<file path="config.mk">
export PLATFORM = sky130hd
export DESIGN_NAME = altimeter_log_row_builder_core
export DESIGN_NICKNAME = d
export VERILOG_FILES = /design/src/rtl/alrb_pkg.sv /design/src/rtl/altimeter_log_row_builder_core.sv
export SDC_FILE = /design/constraint.sdc
export NUM_CORES = 1
export LEC_CHECK = 0
export BUFFER_PORTS_ARGS = -buffer_cell sky130_fd_sc_hd__buf_2
export CAP_MARGIN = 20
export CORE_MARGIN = 5
export CORE_UTILIZATION = 55
export CTS_BUF_LIST = sky130_fd_sc_hd__clkbuf_2
export DETAILED_ROUTE_END_ITERATION = 7
export GPL_TIMING_DRIVEN = 0
export PLACE_DENSITY = 0.73
export SLEW_MARGIN = 20
export SYNTH_ARGS = -nofsm -noshare
export SYNTH_HDL_FRONTEND = slang
export SYNTH_SLANG_ARGS = --single-unit
</file>
<file path="constraint.sdc">
create_clock -name clk -period 20 [get_ports clk]
set_clock_uncertainty 0.1 [all_clocks]
set_input_delay 4 -clock clk [delete_from_list [all_inputs] [get_ports clk]]
set_output_delay 4 -clock clk [all_outputs]
set_load 0.005 [all_outputs]
</file>
<file path="src/rtl/alrb_pkg.sv">
`timescale 1ns / 1ps

package alrb_pkg;

  localparam int NUM_KINDS = 5;
  localparam int MAX_ROWS  = 65536;

  // Row index stops at min(MAX_ROWS - 1, 65535)
  localparam logic [15:0] ROW_LIMIT =
    ((MAX_ROWS - 1) > 65535) ? 16'hFFFF : 16'(MAX_ROWS - 1);

  localparam int APB_AW = 5;

  typedef enum logic [2:0] {
    KIND_ALT = 3'd0,
    KIND_PRS = 3'd1,
    KIND_TMP = 3'd2,
    KIND_VLT = 3'd3,
    KIND_STS = 3'd4
  } kind_t;

  typedef enum logic [2:0] {
    REG_ALT_RATE = 3'd0,
    REG_PRS_RATE = 3'd1,
    REG_TMP_RATE = 3'd2,
    REG_VLT_RATE = 3'd3,
    REG_STS_RATE = 3'd4
  } reg_idx_t;

  // Record label bytes
  localparam logic [7:0] LABEL_ALT = 8'h41;  // 'A'
  localparam logic [7:0] LABEL_PRS = 8'h50;  // 'P'
  localparam logic [7:0] LABEL_TMP = 8'h54;  // 'T'
  localparam logic [7:0] LABEL_VLT = 8'h56;  // 'V'
  localparam logic [7:0] LABEL_STS = 8'h53;  // 'S'

  // Payload lengths in bytes
  localparam logic [2:0] LEN_ALT = 3'd4;
  localparam logic [2:0] LEN_PRS = 3'd4;
  localparam logic [2:0] LEN_TMP = 3'd2;
  localparam logic [2:0] LEN_VLT = 3'd2;
  localparam logic [2:0] LEN_STS = 3'd1;

  localparam logic [15:0] RST_ALT_RATE = 16'd5;
  localparam logic [15:0] RST_PRS_RATE = 16'd0;
  localparam logic [15:0] RST_TMP_RATE = 16'd100;
  localparam logic [15:0] RST_VLT_RATE = 16'd100;
  localparam logic [15:0] RST_STS_RATE = 16'd0;

  typedef struct packed {
    logic [15:0]        row_index;
    logic [31:0]        row_time;
    logic signed [31:0] altitude_cm;
    logic [31:0]        pressure_raw;
    logic signed [15:0] temperature_centi;
    logic [15:0]        voltage_mv;
    logic [7:0]         flight_state;
    logic [30:0]        max_height_cm;
  } row_t;

endpackage

</file>
<file path="src/rtl/altimeter_log_row_builder_core.sv">
`timescale 1ns / 1ps

// Altimeter log row builder.
// Input channel (in_valid/in_ready): one recording byte per item plus a flag
// marking the last byte of the recording. Records are a label byte ('A', 'P',
// 'T', 'V', 'S') and a little-endian payload; unknown labels are skipped.
// Output channel (out_valid/out_ready): one sample-and-hold row per completed
// record of the pace type (lowest nonzero rate, altitude if all are zero).
// Config: APB-style, rate registers at byte addresses 0x00..0x10, pready tied
// high; writes are expected only while the block is idle.
// Throughput: one byte per cycle while in_ready is high. Each byte is parsed
// on the edge that accepts it; a row goes to out_r (skid_r if the head stalls).
// Stall: a two-entry output queue (result register + skid register) keeps
// in_ready high while one row waits; in_ready drops only when both are full.
// Reset (rst_n low, synchronous): rates return to defaults, parser and held
// row clear, output queue empties. The last byte of a recording is parsed
// (it may finish a record and emit a row) and then all parse state clears.

module altimeter_log_row_builder_core
  import alrb_pkg::*;
(
  input  logic                     clk,
  input  logic                     rst_n,
  // byte stream
  input  logic                     in_valid,
  output logic                     in_ready,
  input  logic [7:0]               in_data_byte,
  input  logic                     in_last_of_recording,
  // rows
  output logic                     out_valid,
  input  logic                     out_ready,
  output logic [15:0]              out_row_index,
  output logic [31:0]              out_row_time,
  output logic signed [31:0]       out_altitude_cm,
  output logic [31:0]              out_pressure_raw,
  output logic signed [15:0]       out_temperature_centi,
  output logic [15:0]              out_voltage_mv,
  output logic [7:0]               out_flight_state,
  output logic [30:0]              out_max_height_cm,
  // config
  input  logic                     psel,
  input  logic                     penable,
  input  logic                     pwrite,
  input  logic [APB_AW-1:0]        paddr,
  input  logic [31:0]              pwdata,
  output logic [31:0]              prdata,
  output logic                     pready
);

  // ---------------------------------------------------------------- config
  logic [15:0] rate_r [NUM_KINDS];
  logic        cfg_wr;
  logic [2:0]  cfg_idx;

  assign pready  = 1'b1;
  assign cfg_wr  = psel & penable & pwrite & pready;
  assign cfg_idx = paddr[APB_AW-1:2];

  always_ff @(posedge clk) begin
    if (!rst_n) begin
      rate_r[KIND_ALT] <= RST_ALT_RATE;
      rate_r[KIND_PRS] <= RST_PRS_RATE;
      rate_r[KIND_TMP] <= RST_TMP_RATE;
      rate_r[KIND_VLT] <= RST_VLT_RATE;
      rate_r[KIND_STS] <= RST_STS_RATE;
    end else if (cfg_wr) begin
      unique case (cfg_idx)
        REG_ALT_RATE: rate_r[KIND_ALT] <= pwdata[15:0];
        REG_PRS_RATE: rate_r[KIND_PRS] <= pwdata[15:0];
        REG_TMP_RATE: rate_r[KIND_TMP] <= pwdata[15:0];
        REG_VLT_RATE: rate_r[KIND_VLT] <= pwdata[15:0];
        REG_STS_RATE: rate_r[KIND_STS] <= pwdata[15:0];
        default: ;  // unmapped, ignored
      endcase
    end
  end

  always_comb begin
    unique case (cfg_idx)
      REG_ALT_RATE: prdata = {16'b0, rate_r[KIND_ALT]};
      REG_PRS_RATE: prdata = {16'b0, rate_r[KIND_PRS]};
      REG_TMP_RATE: prdata = {16'b0, rate_r[KIND_TMP]};
      REG_VLT_RATE: prdata = {16'b0, rate_r[KIND_VLT]};
      REG_STS_RATE: prdata = {16'b0, rate_r[KIND_STS]};
      default:      prdata = 32'b0;
    endcase
  end

  // ------------------------------------------------------------ pace pick
  // lowest nonzero rate, first on a tie; step stays 0 if none is set
  kind_t       pace_kind;
  logic [15:0] pace_rate;
  logic        pace_found;

  always_comb begin
    pace_kind  = KIND_ALT;
    pace_rate  = 16'b0;
    pace_found = 1'b0;
    for (int k = 0; k < NUM_KINDS; k++) begin
      if (rate_r[k] != 16'b0 && (!pace_found || rate_r[k] < pace_rate)) begin
        pace_kind  = kind_t'(3'(k));
        pace_rate  = rate_r[k];
        pace_found = 1'b1;
      end
    end
  end

  // ------------------------------------------------------------ row state
  logic [2:0]  phase_r,   phase_nxt;    // payload bytes still due
  kind_t       kind_r,    kind_nxt;
  logic [31:0] shift_r,   shift_nxt;
  logic [31:0] alt_r,     alt_nxt;
  logic [31:0] prs_r,     prs_nxt;
  logic [15:0] tmp_r,     tmp_nxt;
  logic [15:0] vlt_r,     vlt_nxt;
  logic [7:0]  sts_r,     sts_nxt;
  logic [31:0] time_r,    time_nxt;
  logic [15:0] rows_r,    rows_nxt;
  logic [31:0] ground_r,  ground_nxt;
  logic [30:0] peak_r,    peak_nxt;

  logic               in_fire;
  logic [31:0]        shift_new;
  logic [31:0]        ground_sel;   // ground level seen by a finishing altitude
  logic signed [32:0] agl;
  logic [32:0]        time_sum;
  logic               res_valid;
  row_t               res;

  assign in_fire    = in_valid & in_ready;
  assign shift_new  = {in_data_byte, shift_r[31:8]};
  assign ground_sel = (rows_r == 16'd0) ? shift_new : ground_r;
  assign agl        = $signed({shift_new[31], shift_new}) - $signed({ground_sel[31], ground_sel});
  assign time_sum   = {1'b0, time_r} + {17'b0, pace_rate};

  always_comb begin
    phase_nxt  = phase_r;
    kind_nxt   = kind_r;
    shift_nxt  = shift_r;
    alt_nxt    = alt_r;
    prs_nxt    = prs_r;
    tmp_nxt    = tmp_r;
    vlt_nxt    = vlt_r;
    sts_nxt    = sts_r;
    time_nxt   = time_r;
    rows_nxt   = rows_r;
    ground_nxt = ground_r;
    peak_nxt   = peak_r;
    res_valid  = 1'b0;
    res        = '0;

    if (in_fire) begin
      if (phase_r == 3'd0) begin
        // label byte
        unique case (in_data_byte)
          LABEL_ALT: begin kind_nxt = KIND_ALT; phase_nxt = LEN_ALT; shift_nxt = '0; end
          LABEL_PRS: begin kind_nxt = KIND_PRS; phase_nxt = LEN_PRS; shift_nxt = '0; end
          LABEL_TMP: begin kind_nxt = KIND_TMP; phase_nxt = LEN_TMP; shift_nxt = '0; end
          LABEL_VLT: begin kind_nxt = KIND_VLT; phase_nxt = LEN_VLT; shift_nxt = '0; end
          LABEL_STS: begin kind_nxt = KIND_STS; phase_nxt = LEN_STS; shift_nxt = '0; end
          default: ;  // unknown label, skip
        endcase
      end else begin
        shift_nxt = shift_new;
        phase_nxt = phase_r - 3'd1;
        if (phase_r == 3'd1) begin
          unique case (kind_r)
            KIND_ALT: begin
              alt_nxt = shift_new;
              if (rows_r == 16'd0) ground_nxt = shift_new;
            end
            KIND_PRS: prs_nxt = shift_new;
            KIND_TMP: tmp_nxt = shift_new[31:16];
            KIND_VLT: vlt_nxt = shift_new[31:16];
            KIND_STS: sts_nxt = shift_new[31:24];
            default:  sts_nxt = shift_new[31:24];
          endcase
          // height above ground, clamped to 31 bits
          if (kind_r == KIND_ALT && !agl[32] && agl[31:0] > {1'b0, peak_r})
            peak_nxt = agl[31] ? 31'h7FFF_FFFF : agl[30:0];

          if (kind_r == pace_kind) begin
            res_valid             = 1'b1;
            res.row_index         = rows_r;
            res.row_time          = time_r;
            res.altitude_cm       = alt_nxt;
            res.pressure_raw      = prs_nxt;
            res.temperature_centi = tmp_nxt;
            res.voltage_mv        = vlt_nxt;
            res.flight_state      = sts_nxt;
            res.max_height_cm     = peak_nxt;
            if (rows_r < ROW_LIMIT) rows_nxt = rows_r + 16'd1;
            time_nxt = time_sum[32] ? 32'hFFFF_FFFF : time_sum[31:0];
          end
        end
      end

      if (in_last_of_recording) begin
        phase_nxt  = 3'd0;
        kind_nxt   = KIND_ALT;
        shift_nxt  = '0;
        alt_nxt    = '0;
        prs_nxt    = '0;
        tmp_nxt    = '0;
        vlt_nxt    = '0;
        sts_nxt    = '0;
        time_nxt   = '0;
        rows_nxt   = '0;
        ground_nxt = '0;
        peak_nxt   = '0;
      end
    end
  end

  always_ff @(posedge clk) begin
    if (!rst_n) begin
      phase_r  <= 3'd0;
      kind_r   <= KIND_ALT;
      shift_r  <= '0;
      alt_r    <= '0;
      prs_r    <= '0;
      tmp_r    <= '0;
      vlt_r    <= '0;
      sts_r    <= '0;
      time_r   <= '0;
      rows_r   <= '0;
      ground_r <= '0;
      peak_r   <= '0;
    end else begin
      phase_r  <= phase_nxt;
      kind_r   <= kind_nxt;
      shift_r  <= shift_nxt;
      alt_r    <= alt_nxt;
      prs_r    <= prs_nxt;
      tmp_r    <= tmp_nxt;
      vlt_r    <= vlt_nxt;
      sts_r    <= sts_nxt;
      time_r   <= time_nxt;
      rows_r   <= rows_nxt;
      ground_r <= ground_nxt;
      peak_r   <= peak_nxt;
    end
  end

  // --------------------------------------------------------- output queue
  // out_r is the head, skid_r catches a row made while the head is stalled
  logic out_valid_r,  out_valid_nxt;
  logic skid_valid_r, skid_valid_nxt;
  row_t out_r,  out_nxt;
  row_t skid_r, skid_nxt;
  logic out_fire;

  assign out_fire = out_valid_r & out_ready;
  assign in_ready = ~skid_valid_r;

  always_comb begin
    out_valid_nxt  = out_valid_r;
    skid_valid_nxt = skid_valid_r;
    out_nxt        = out_r;
    skid_nxt       = skid_r;
    if (skid_valid_r) begin
      if (out_fire) begin
        out_nxt        = skid_r;
        skid_valid_nxt = 1'b0;
      end
    end else if (res_valid) begin
      if (!out_valid_r || out_ready) begin
        out_nxt       = res;
        out_valid_nxt = 1'b1;
      end else begin
        skid_nxt       = res;
        skid_valid_nxt = 1'b1;
      end
    end else if (out_fire) begin
      out_valid_nxt = 1'b0;
    end
  end

  always_ff @(posedge clk) begin
    if (!rst_n) begin
      out_valid_r  <= 1'b0;
      skid_valid_r <= 1'b0;
    end else begin
      out_valid_r  <= out_valid_nxt;
      skid_valid_r <= skid_valid_nxt;
    end
  end

  always_ff @(posedge clk) begin
    out_r  <= out_nxt;
    skid_r <= skid_nxt;
  end

  assign out_valid             = out_valid_r;
  assign out_row_index         = out_r.row_index;
  assign out_row_time          = out_r.row_time;
  assign out_altitude_cm       = out_r.altitude_cm;
  assign out_pressure_raw      = out_r.pressure_raw;
  assign out_temperature_centi = out_r.temperature_centi;
  assign out_voltage_mv        = out_r.voltage_mv;
  assign out_flight_state      = out_r.flight_state;
  assign out_max_height_cm     = out_r.max_height_cm;

  // ----------------------------------------------------------- assertions
  // skid entry only ever sits behind a valid head
  a_skid_behind_head: assert property (@(posedge clk) disable iff (!rst_n)
    skid_valid_r |-> out_valid_r)
    else $error("skid entry without head entry");

  // a label byte never produces a row
  a_no_row_on_label: assert property (@(posedge clk) disable iff (!rst_n)
    (in_fire && phase_r == 3'd0) |-> !res_valid)
    else $error("row produced by a label byte");

  // last byte of a recording leaves the parser and row counters clear
  a_clear_after_last: assert property (@(posedge clk) disable iff (!rst_n)
    (in_fire && in_last_of_recording) |=>
      (phase_r == 3'd0 && rows_r == 16'd0 && time_r == 32'd0 && peak_r == 31'd0))
    else $error("state not cleared after last byte");

  // payload counter never exceeds the longest record
  a_phase_range: assert property (@(posedge clk) disable iff (!rst_n)
    phase_r <= LEN_ALT)
    else $error("payload byte count out of range");

endmodule
</file>
## Yosys cells after proc, flatten, opt, wreduce, memory -nomap -nowiden

Memory sizes are Yosys's and may differ from the RTL's.
Index checks and enable logic that the tools add are counted.

- Register bits after elaboration: 621
- Memory bits (writable): 80
- Input port bits: 53
- Output and inout bits: 218
- Word-level logic and storage cells: 228
- Memories kept: 1

- $add $sub $neg: 4
- $lt $le $gt $ge: 6
- Equal/unequal tests: 19
- Muxes and demuxes: 108
- Bitwise logic cells: 11
- Reductions and logical operators: 49

Memories:

| name | depth | width | read ports | clocked after Yosys merged registers in | wr ports | RTL line | source |
|---|---|---|---|---|---|---|---|
| rate_r | 5 | 16 | 5 | 0 | 5 | altimeter_log_row_builder_core.sv:51 | `logic [15:0] rate_r [NUM_KINDS];` |

Operator list:

| cell | number |
|---|---|
| $mux W183 | 8 |
| $mux W32 | 21 |
| $mux W16 | 23 |
| $mux W31 | 5 |
| $pmux W16 S5 | 1 |
| $reduce_bool A16 Y1 | 5 |
| $lt A16 B16 Y1 | 4 |
| $eq A8 B7 Y1 const B | 5 |
| $mux W1 | 37 |
| $add A32 B16 Y33 | 1 |
| $sub A32 B32 Y33 | 1 |
| $gt A32 B31 Y1 | 1 |
| $mux W8 | 4 |
| $mux W3 | 7 |
| $add A16 B1 Y16 const B | 1 |
| $logic_not A16 Y1 | 1 |
| $lt A16 B16 Y1 const B | 1 |
| $reduce_bool A2 Y1 | 8 |
| $pmux W3 S5 | 1 |
| $reduce_and A3 Y1 | 5 |
| $eq A3 B2 Y1 const B | 4 |
| $eq A3 B1 Y1 const B | 3 |
| $logic_not A3 Y1 | 3 |
| $pmux W3 S3 | 1 |
| 20 further kinds | 46 |

## Depth between registers and ports, before layout

Gate-level depths: netlist of the first run.
An unclocked memory read counts as a cell.

- Word-level depth: 27
- Mapped depth: 57
- Gate-level depth less buffers: 53

## Least setup slack after synthesis of the first run

OpenSTA, ideal clock, no wires.

- Path kind: reg2reg
- From: memory rate_r[1][6], in the netlist rate_r[0][22]
- To: register out_r, in the netlist out_altitude_cm[0] (enable)
- Setup time: 0.788 ns
- Arrival: 17.778 ns
- Data required time: 19.112 ns
- Path slack: 1.334 ns
- Stages on the path, launching flop included: 41
- Buffers on the path: 6
- Clock period less this slack: 18.666 ns
- Path through: edfxtp_1 ha_1 o21a_1 o21ai_0 a2111oi_2 a21oi_2 o21ai_2 clkbuf_1 mux2i_1 ha_1 a2111oi_0 o21ai_0 nor2_1 mux2_2 o21ai_1 clkbuf_1 a21oi_1 inv_1 [... 5 more ...] a31oi_1 o2bb2ai_4 buf_4 buf_1 mux2i_1 ha_1 o21a_1 o21ai_0 a211oi_1 o21a_1 o31a_1 o41ai_4 nand3_1 nand2_1 buf_2 buf_2 a21oi_1 a21oi_1

RTL lines:

| element | RTL line | source |
|---|---|---|
| from (decl) | altimeter_log_row_builder_core.sv:51 |  |
| to (signal assigned) | altimeter_log_row_builder_core.sv:290 | `out_r <= out_nxt;` |
| to (decl) | altimeter_log_row_builder_core.sv:249 | `row_t out_r, out_nxt;` |

==> flow_summary.toml, run 1 <==
[sta]
rsz0062_at_grt = "false"
finalCritPeriodShare_pct = 77.7
finalMaxSlewViolations = 0
post-route-min-period_ns = 15.53
hold_violations = 0
worstMarginPinSlew_ns = 1.02
fmax_ghz = 0.0644
fin_tns_setup_ns = 0
whs_ns = 0.373
setup_viol = 0
relSlewSlack_pct = 32.3

[detailed_routing]
firstDrtPassIters = 6
detail_route.wirelength_um = 94000
drtAntennaViolNets = 0
vias = 26400
avgViaCountPerCell = 5.94
drtIter0Drc = 2509
drc = 0
wl_per_cell_um = 21.1

[setup_path]
rrSetupSlack_ns = 4.47
worst_setup_path_start_kind = "flip-flop"
rr_worst_depth = 51
arrival_ns = 16.68
critPathMostFrequentCell = "o21ai_0"
r2r-end = "time_r[13]"
critPathKind = "flip-flop to flip-flop"
reg2reg_from = "rate_r[0][22]"
slowest_delay_ns = 0.82
crit_slowest_cell = "a2111oi_0"
cp-end-kind = "flip-flop"
crit_fanout = 10
critPathRequiredTime_ns = 21.15

[floorplan]
die_w_um = 257
start_util_pct = 55.5
fp-row-count = 90
core-area_mm2 = 0.0604
die_h_um = 257
io_pins = 271
dieArea_mm2 = 0.0659

[worst_hold_path]
hold_start = "peak_r[16]"
hold-path-endpoint = "peak_r[16]"
holdPathStages = 1
hold_class = "flip-flop to flip-flop"

[grt]
grt_max_degree = 60
grt_pass1_wl_um = 145000
antenna_found_initial = 9
grt_pass1_vias = 26400
overflow = 0
grtUsageTotal_pct = 27.6

[logic_synthesis]
yosysTopAreaCell = "edfxtp_1"
synth.distinct_cells = 81
synth.area.top_cells = "edfxtp_1, dfxtp_1, ha_1, a21o_1, nor2_1"
syn_area_per_cell_um2 = 10.9
yosysWarnings = 0
synth_top_area_share_pct = 40.0
netlist_area_mm2 = 0.0335
synth_edf_count = 446
async_flop_share_pct = 0
ys_seq_area_share_pct = 54.8
synthFlopType = "edfxtp_1"
yosys_register_bits = 693
synth_cells = 3083

[flow_run]
cap_violations = 0

[finish]
nets = 3718
final_common_cell = "edfxtp_1"
drive_gt1_share_pct = 17.3
largest_reg_flops = 183
seq_area_mm2 = 0.0183
final_cell_count_no_fill = 4448
regMostFlops = "skid_r"
multiInputGateArea_mm2 = 0.0140
nFillCells = 5073
synthToLayoutAreaGrowth_pct = 12.6
mostFrequentLayoutCells = "edfxtp_1, nor2_1, clkbuf_2, buf_2, dfxtp_1"
reg_top3 = "skid_r: 183 flops, rate_r: 80 flops"

[outcome]
status = "completed"

[power]
p_leak_nw = 15.5
p_per_area_mw_per_mm2 = 79.1
ir_worst_vdd_v = 0.0000483

[clock_tree]
cts_root_buffer = "clkbuf_2"
htreeDepth = 4
clk_latency_ns = 1.38
cts_tree = "done"
path_clk_slew_ns = 0.10
cts_setup_buffers = 0
post_cts_resized = 0
cts_buffers = 171
cts_hold_buf = 0
cts_sinks = 693
clockBufferDepth = 3

[placement]
place_congestion = 0.956
placedCellCount = 4128
portBuffers = 234
dp_hpwl_um = 69800
-- worst max path at each step --
stage	start	cells after the start	to	slack [ns]
floorplan	rate_r[0][22]	40	out_altitude_cm[0]	1.33
global placement	rate_r[0][22]	40	out_altitude_cm[0]	-4.09
detailed placement	rate_r[0][22]	51	time_r[12]	4.88
CTS	rate_r[0][22]	51	time_r[9]	4.79
global route	rate_r[0][5]	52	time_r[2]	3.50
finish	rate_r[0][22]	51	time_r[13]	4.47
-- logic make-up after synthesis --
| group | Yosys count | synth area share (%) |
|---|---|---|
| AOI/OAI and AO/OA | 842 | 17.5 |
| xor gates and xnor gates | 49 | 1.28 |
| adders and majority gates | 146 | 5.50 |
| buffers and inverters | 301 | 3.75 |
| DFF | 693 | 54.8 |
| muxes | 167 | 5.09 |
| other | 2 | 0.0224 |
| and+or+nand+nor | 883 | 12.0 |
-- critical path: cells and delay by family, from the launching register on --
kind | cells | cell delay (ns)
compound gates | 30 | 7.81
fa+ha+maj | 5 | 1.62
flops | 1 | 0.49
simple gates | 6 | 1.73
mux | 3 | 0.97
buf+inv | 7 | 2.68
-- synth_stat cells, types with 41 or more instances --
cell type,count
edfxtp_1,446
nor2_1,410
dfxtp_1,247
a21o_1,206
a21oi_1,197
nand2_1,167
mux2i_1,150
clkbuf_1,149
ha_1,144
a22oi_1,135
inv_1,101
o21ai_0,85
and2_1,63
nand3_1,57
xnor2_1,41
-- routing by layer --
layer / global-route usage, % / wire length, um / share of wire (%) / vias up
li1: - / - / - / 12300
met1: 36.1 / 39200 / 42 / 12800
met2: 45.2 / 44700 / 48 / 1066
met3: 5.97 / 6660 / 7.1 / 223
met4: 11.2 / 3390 / 3.6 / 10
met5: 0 / 55 / 0.059 / -
-- where the power goes --
| group | leakage, nW | internal (mW) | switching (mW) |
|---|---|---|---|
| logic | 8.26 | 0.166 | 0.286 |
| registers | 5.99 | 1.52 | 0.0259 |
| clock network | 1.24 | 0.402 | 0.581 |
| total | 15.5 | 2.09 | 0.893 |
-- area by class of cell --
class | instances | area share [%]
clock buffer | 261 | 3.46
antenna | 7 | 0.0465
sequential | 693 | 48.6
clock inverter | 52 | 0.893
timing repair buffer | 248 | 3.96
multi-input combinational | 2104 | 37.1
inverter | 102 | 1.02
buffer | 199 | 2.31
tap | 782 | 2.60
-- metrics by stage --
stage	total power [mW]	area (um2)	utilization, %	setup WS (ns)
6_report	2.98	37700	62.5	4.47
5_1_grt	3.13	37700	62.5	3.50
4_1_cts	3.00	37700	62.4	4.79
3_5_place_dp	2.02	36000	59.7	4.88
3_3_place_gp	2.00	35700	59.1	-4.09
2_1_floorplan	1.89	33500	-	1.33
No activity file was read; power rests on OpenSTA's default activity.
==> run 2, diff against run 1 <==
--- a/config.mk
+++ b/config.mk
@@ -5,6 +5,7 @@
 export SDC_FILE = /design/constraint.sdc
 export NUM_CORES = 1
 export LEC_CHECK = 0
+export ABC_AREA = 1
 export BUFFER_PORTS_ARGS = -buffer_cell sky130_fd_sc_hd__buf_2
 export CAP_MARGIN = 20
 export CORE_MARGIN = 5
@@ -12,7 +13,7 @@
 export CTS_BUF_LIST = sky130_fd_sc_hd__clkbuf_2
 export DETAILED_ROUTE_END_ITERATION = 7
 export GPL_TIMING_DRIVEN = 0
-export PLACE_DENSITY = 0.73
+export PLACE_DENSITY = 0.7
 export SLEW_MARGIN = 20
 export SYNTH_ARGS = -nofsm -noshare
 export SYNTH_HDL_FRONTEND = slang
==> constraint.sdc (replaced) <==
create_clock -name clk -period 15.6 [get_ports clk]
set_clock_uncertainty 0.1 [all_clocks]
set_input_delay 3.12 -clock clk [delete_from_list [all_inputs] [get_ports clk]]
set_output_delay 3.12 -clock clk [all_outputs]
set_load 0.005 [all_outputs]
==> run 2 against run 1 <==
  * Critical path depth grew 23
  * Fmax up 21%
  * Routed wire length up 0.87%
  * Synthesized cell count increased by 28%
  * Cell area increased by 3.8%
  * Non-clock buffer count rose by 25
  * Register-to-register slack got worse by 1.7 ns
  * Die area is 3.3% higher
  * First-iteration DRC count increased by 1.8%
  * Final cell count rose by 21%
  * Critical endpoint is now time_r[30]
==> flow_summary.toml, run 2 <==
[finish]
final_common_cell = "nand2_1"
regMostFlops = "skid_r"
final_cell_count_no_fill = 5386
nets = 4578
mostFrequentLayoutCells = "nand2_1, edfxtp_1, inv_1, a21oi_1, nor2_1"
largest_reg_flops = 183
drive_gt1_share_pct = 18.1
synthToLayoutAreaGrowth_pct = 13.0
reg_top3 = "skid_r: 183 flops, rate_r: 80 flops"
stdcell_area_mm2 = 0.0391

[logic_synthesis]
yosys_register_bits = 693
synth-compound-area-share_pct = 14.8
synth_cells = 3932
post-synth-top-count-cell = "nand2_1"
synthAdderAreaFrac_pct = 5.32
yosysTopAreaCell = "edfxtp_1"
synth_top_area_share_pct = 38.7
synth_top_family_by_area = "simple AND/OR/NAND/NOR gates"
synth_edf_count = 446
synthFlopType = "edfxtp_1"
syn_area_per_cell_um2 = 8.81
synth_xor_area_share_pct = 1.41
ys_seq_area_share_pct = 53.0
synth.distinct_cells = 51
yosys.area_share.simple_pct = 17.4
yosysWarnings = 0
synth.area.top_cells = "edfxtp_1, dfxtp_1, nand2_1, ha_1, a21oi_1"
synthMuxAreaShare_pct = 0
async_flop_share_pct = 0
synthTopCellsByCount = "nand2_1, edfxtp_1, inv_1, a21oi_1, nor2_1"
netlist_area_mm2 = 0.0346

[grt]
antenna_found_initial = 7
grt_max_degree = 28
grt_pass1_vias = 26700
overflow = 0
grtUsageTotal_pct = 27.1
grt_pass1_wl_um = 145000

[clock_tree]
clk_latency_ns = 1.38
cts_root_buffer = "clkbuf_2"
htreeDepth = 4
path_clk_slew_ns = 0.12
cts_hold_buf = 0
cts_tree = "done"
clockBufferDepth = 3
cts_buffers = 175
cts_sinks = 693
post_cts_resized = 0
cts_setup_buffers = 0

[placement]
place_area_mm2 = 0.0374
dp_hpwl_um = 69900
placedCellCount = 5048
portBuffers = 235
place_congestion = 0.959

[setup_path]
r2r-end = "time_r[30]"
rrSetupSlack_ns = 2.79
critPathRequiredTime_ns = 16.77
worst_setup_path_start_kind = "flip-flop"
slowest_delay_ns = 0.51
path_depth = 74
reg2reg_from = "rate_r[0][17]"
cp-end-kind = "flip-flop"
path_buf_inv = 12
critPathKind = "flip-flop to flip-flop"
rr_worst_depth = 74
critPathMostFrequentCell = "nand2_1"
cp_top_family = "compound AO/OA/AOI/OAI gates"
startpoint = "rate_r[0][17]"
arrival_ns = 13.99
crit_end = "time_r[30]"
crit_slowest_cell = "o21ai_0"
crit_fanout = 10

[sta]
setup_viol = 0
finalCritPeriodShare_pct = 82.1
fmax_ghz = 0.0780
whs_ns = 0.365
hold_violations = 0
worstMarginPinSlew_ns = 1.14
relSlewSlack_pct = 24.3
fin_tns_setup_ns = 0
finalMaxSlewViolations = 0
rsz0062_at_grt = "false"
post-route-min-period_ns = 12.81

[flow_run]
cap_violations = 0

[detailed_routing]
avgViaCountPerCell = 5.36
drc = 0
drtIter0Drc = 2553
wl_per_cell_um = 17.6
drtAntennaViolNets = 0
vias = 28900
detail_route.wirelength_um = 94800
firstDrtPassIters = 6

[worst_hold_path]
hold_class = "flip-flop to flip-flop"
hold_start = "prs_r[10]"

[power]
totalPowerFinal_mw = 4.32
p_per_area_mw_per_mm2 = 110
p_leak_nw = 14.7
ir_worst_vdd_v = 0.0000660

[floorplan]
io_pins = 271
die_w_um = 261
die_h_um = 261
start_util_pct = 55.2
fp-row-count = 92
core-area_mm2 = 0.0627
dieArea_mm2 = 0.0681

[outcome]
status = "completed"
-- run 2: layer usage --
metal	up-vias	GRT usage, %	routed length (um)
met4	4	10.9	3380
li1	14200	-	-
met1	13400	35.3	38800
met2	1089	44.7	45800
met3	215	5.74	6780
met5	-	0	21
-- run 2: area by class of cell --
class / count / area, um2
diodes: 9 / 22.5
plain buffers: 217 / 1140
clock buffers: 263 / 1320
clock inverters: 66 / 440
fillers: 5554 / 23600
inverters: 443 / 1670
multi-input cells: 2594 / 13600
flip-flops and latches: 693 / 18300
well taps: 846 / 1060
repair buffers: 255 / 1590
-- run 2: worst min path at each step --
stage	end	slack (ns)	depth (start not counted)
6_report	prs_r[10]	0.37	2
5_1_grt	prs_r[10]	0.38	2
4_1_cts	prs_r[10]	0.37	2
3_5_place_dp	alt_r[13]	0.35	2
3_3_place_gp	sts_r[2]	0.35	2
2_1_floorplan	sts_r[0]	0.34	2
-- run 2: cell families (layout without fill, tap and decap cells) --
logic type	Yosys count	in the layout
AOI/OAI and AO/OA	878	878
and+or+nand+nor	1498	1498
adders and majority gates	146	146
buffers and inverters	660	1244
DFF	693	693
other	2	26
xor gates and xnor gates	55	55
-- run 2: report_power, final --
group | switching [mW] | internal [mW] | total [mW]
sequential | 0.0299 | 1.97 | 2.00
clock | 0.761 | 0.557 | 1.32
combinational | 0.658 | 0.349 | 1.01
-- run 2: worst reg2reg max path, delay by kind of cell (launching register included) --
family | cells | cell delay (ns)
compound gates | 20 | 4.40
fa+ha+maj | 6 | 1.87
buf+inv | 12 | 2.14
flops | 1 | 0.48
simple gates | 36 | 3.71
-- run 2: metrics by stage --
stage / util [%] / setup WS, ns
finish: 62.4 / 2.79
global route: 62.4 / 1.50
CTS: 62.4 / 2.98
detailed placement: 59.6 / 3.10
global placement: 58.8 / -5.47
floorplan: - / 0.681
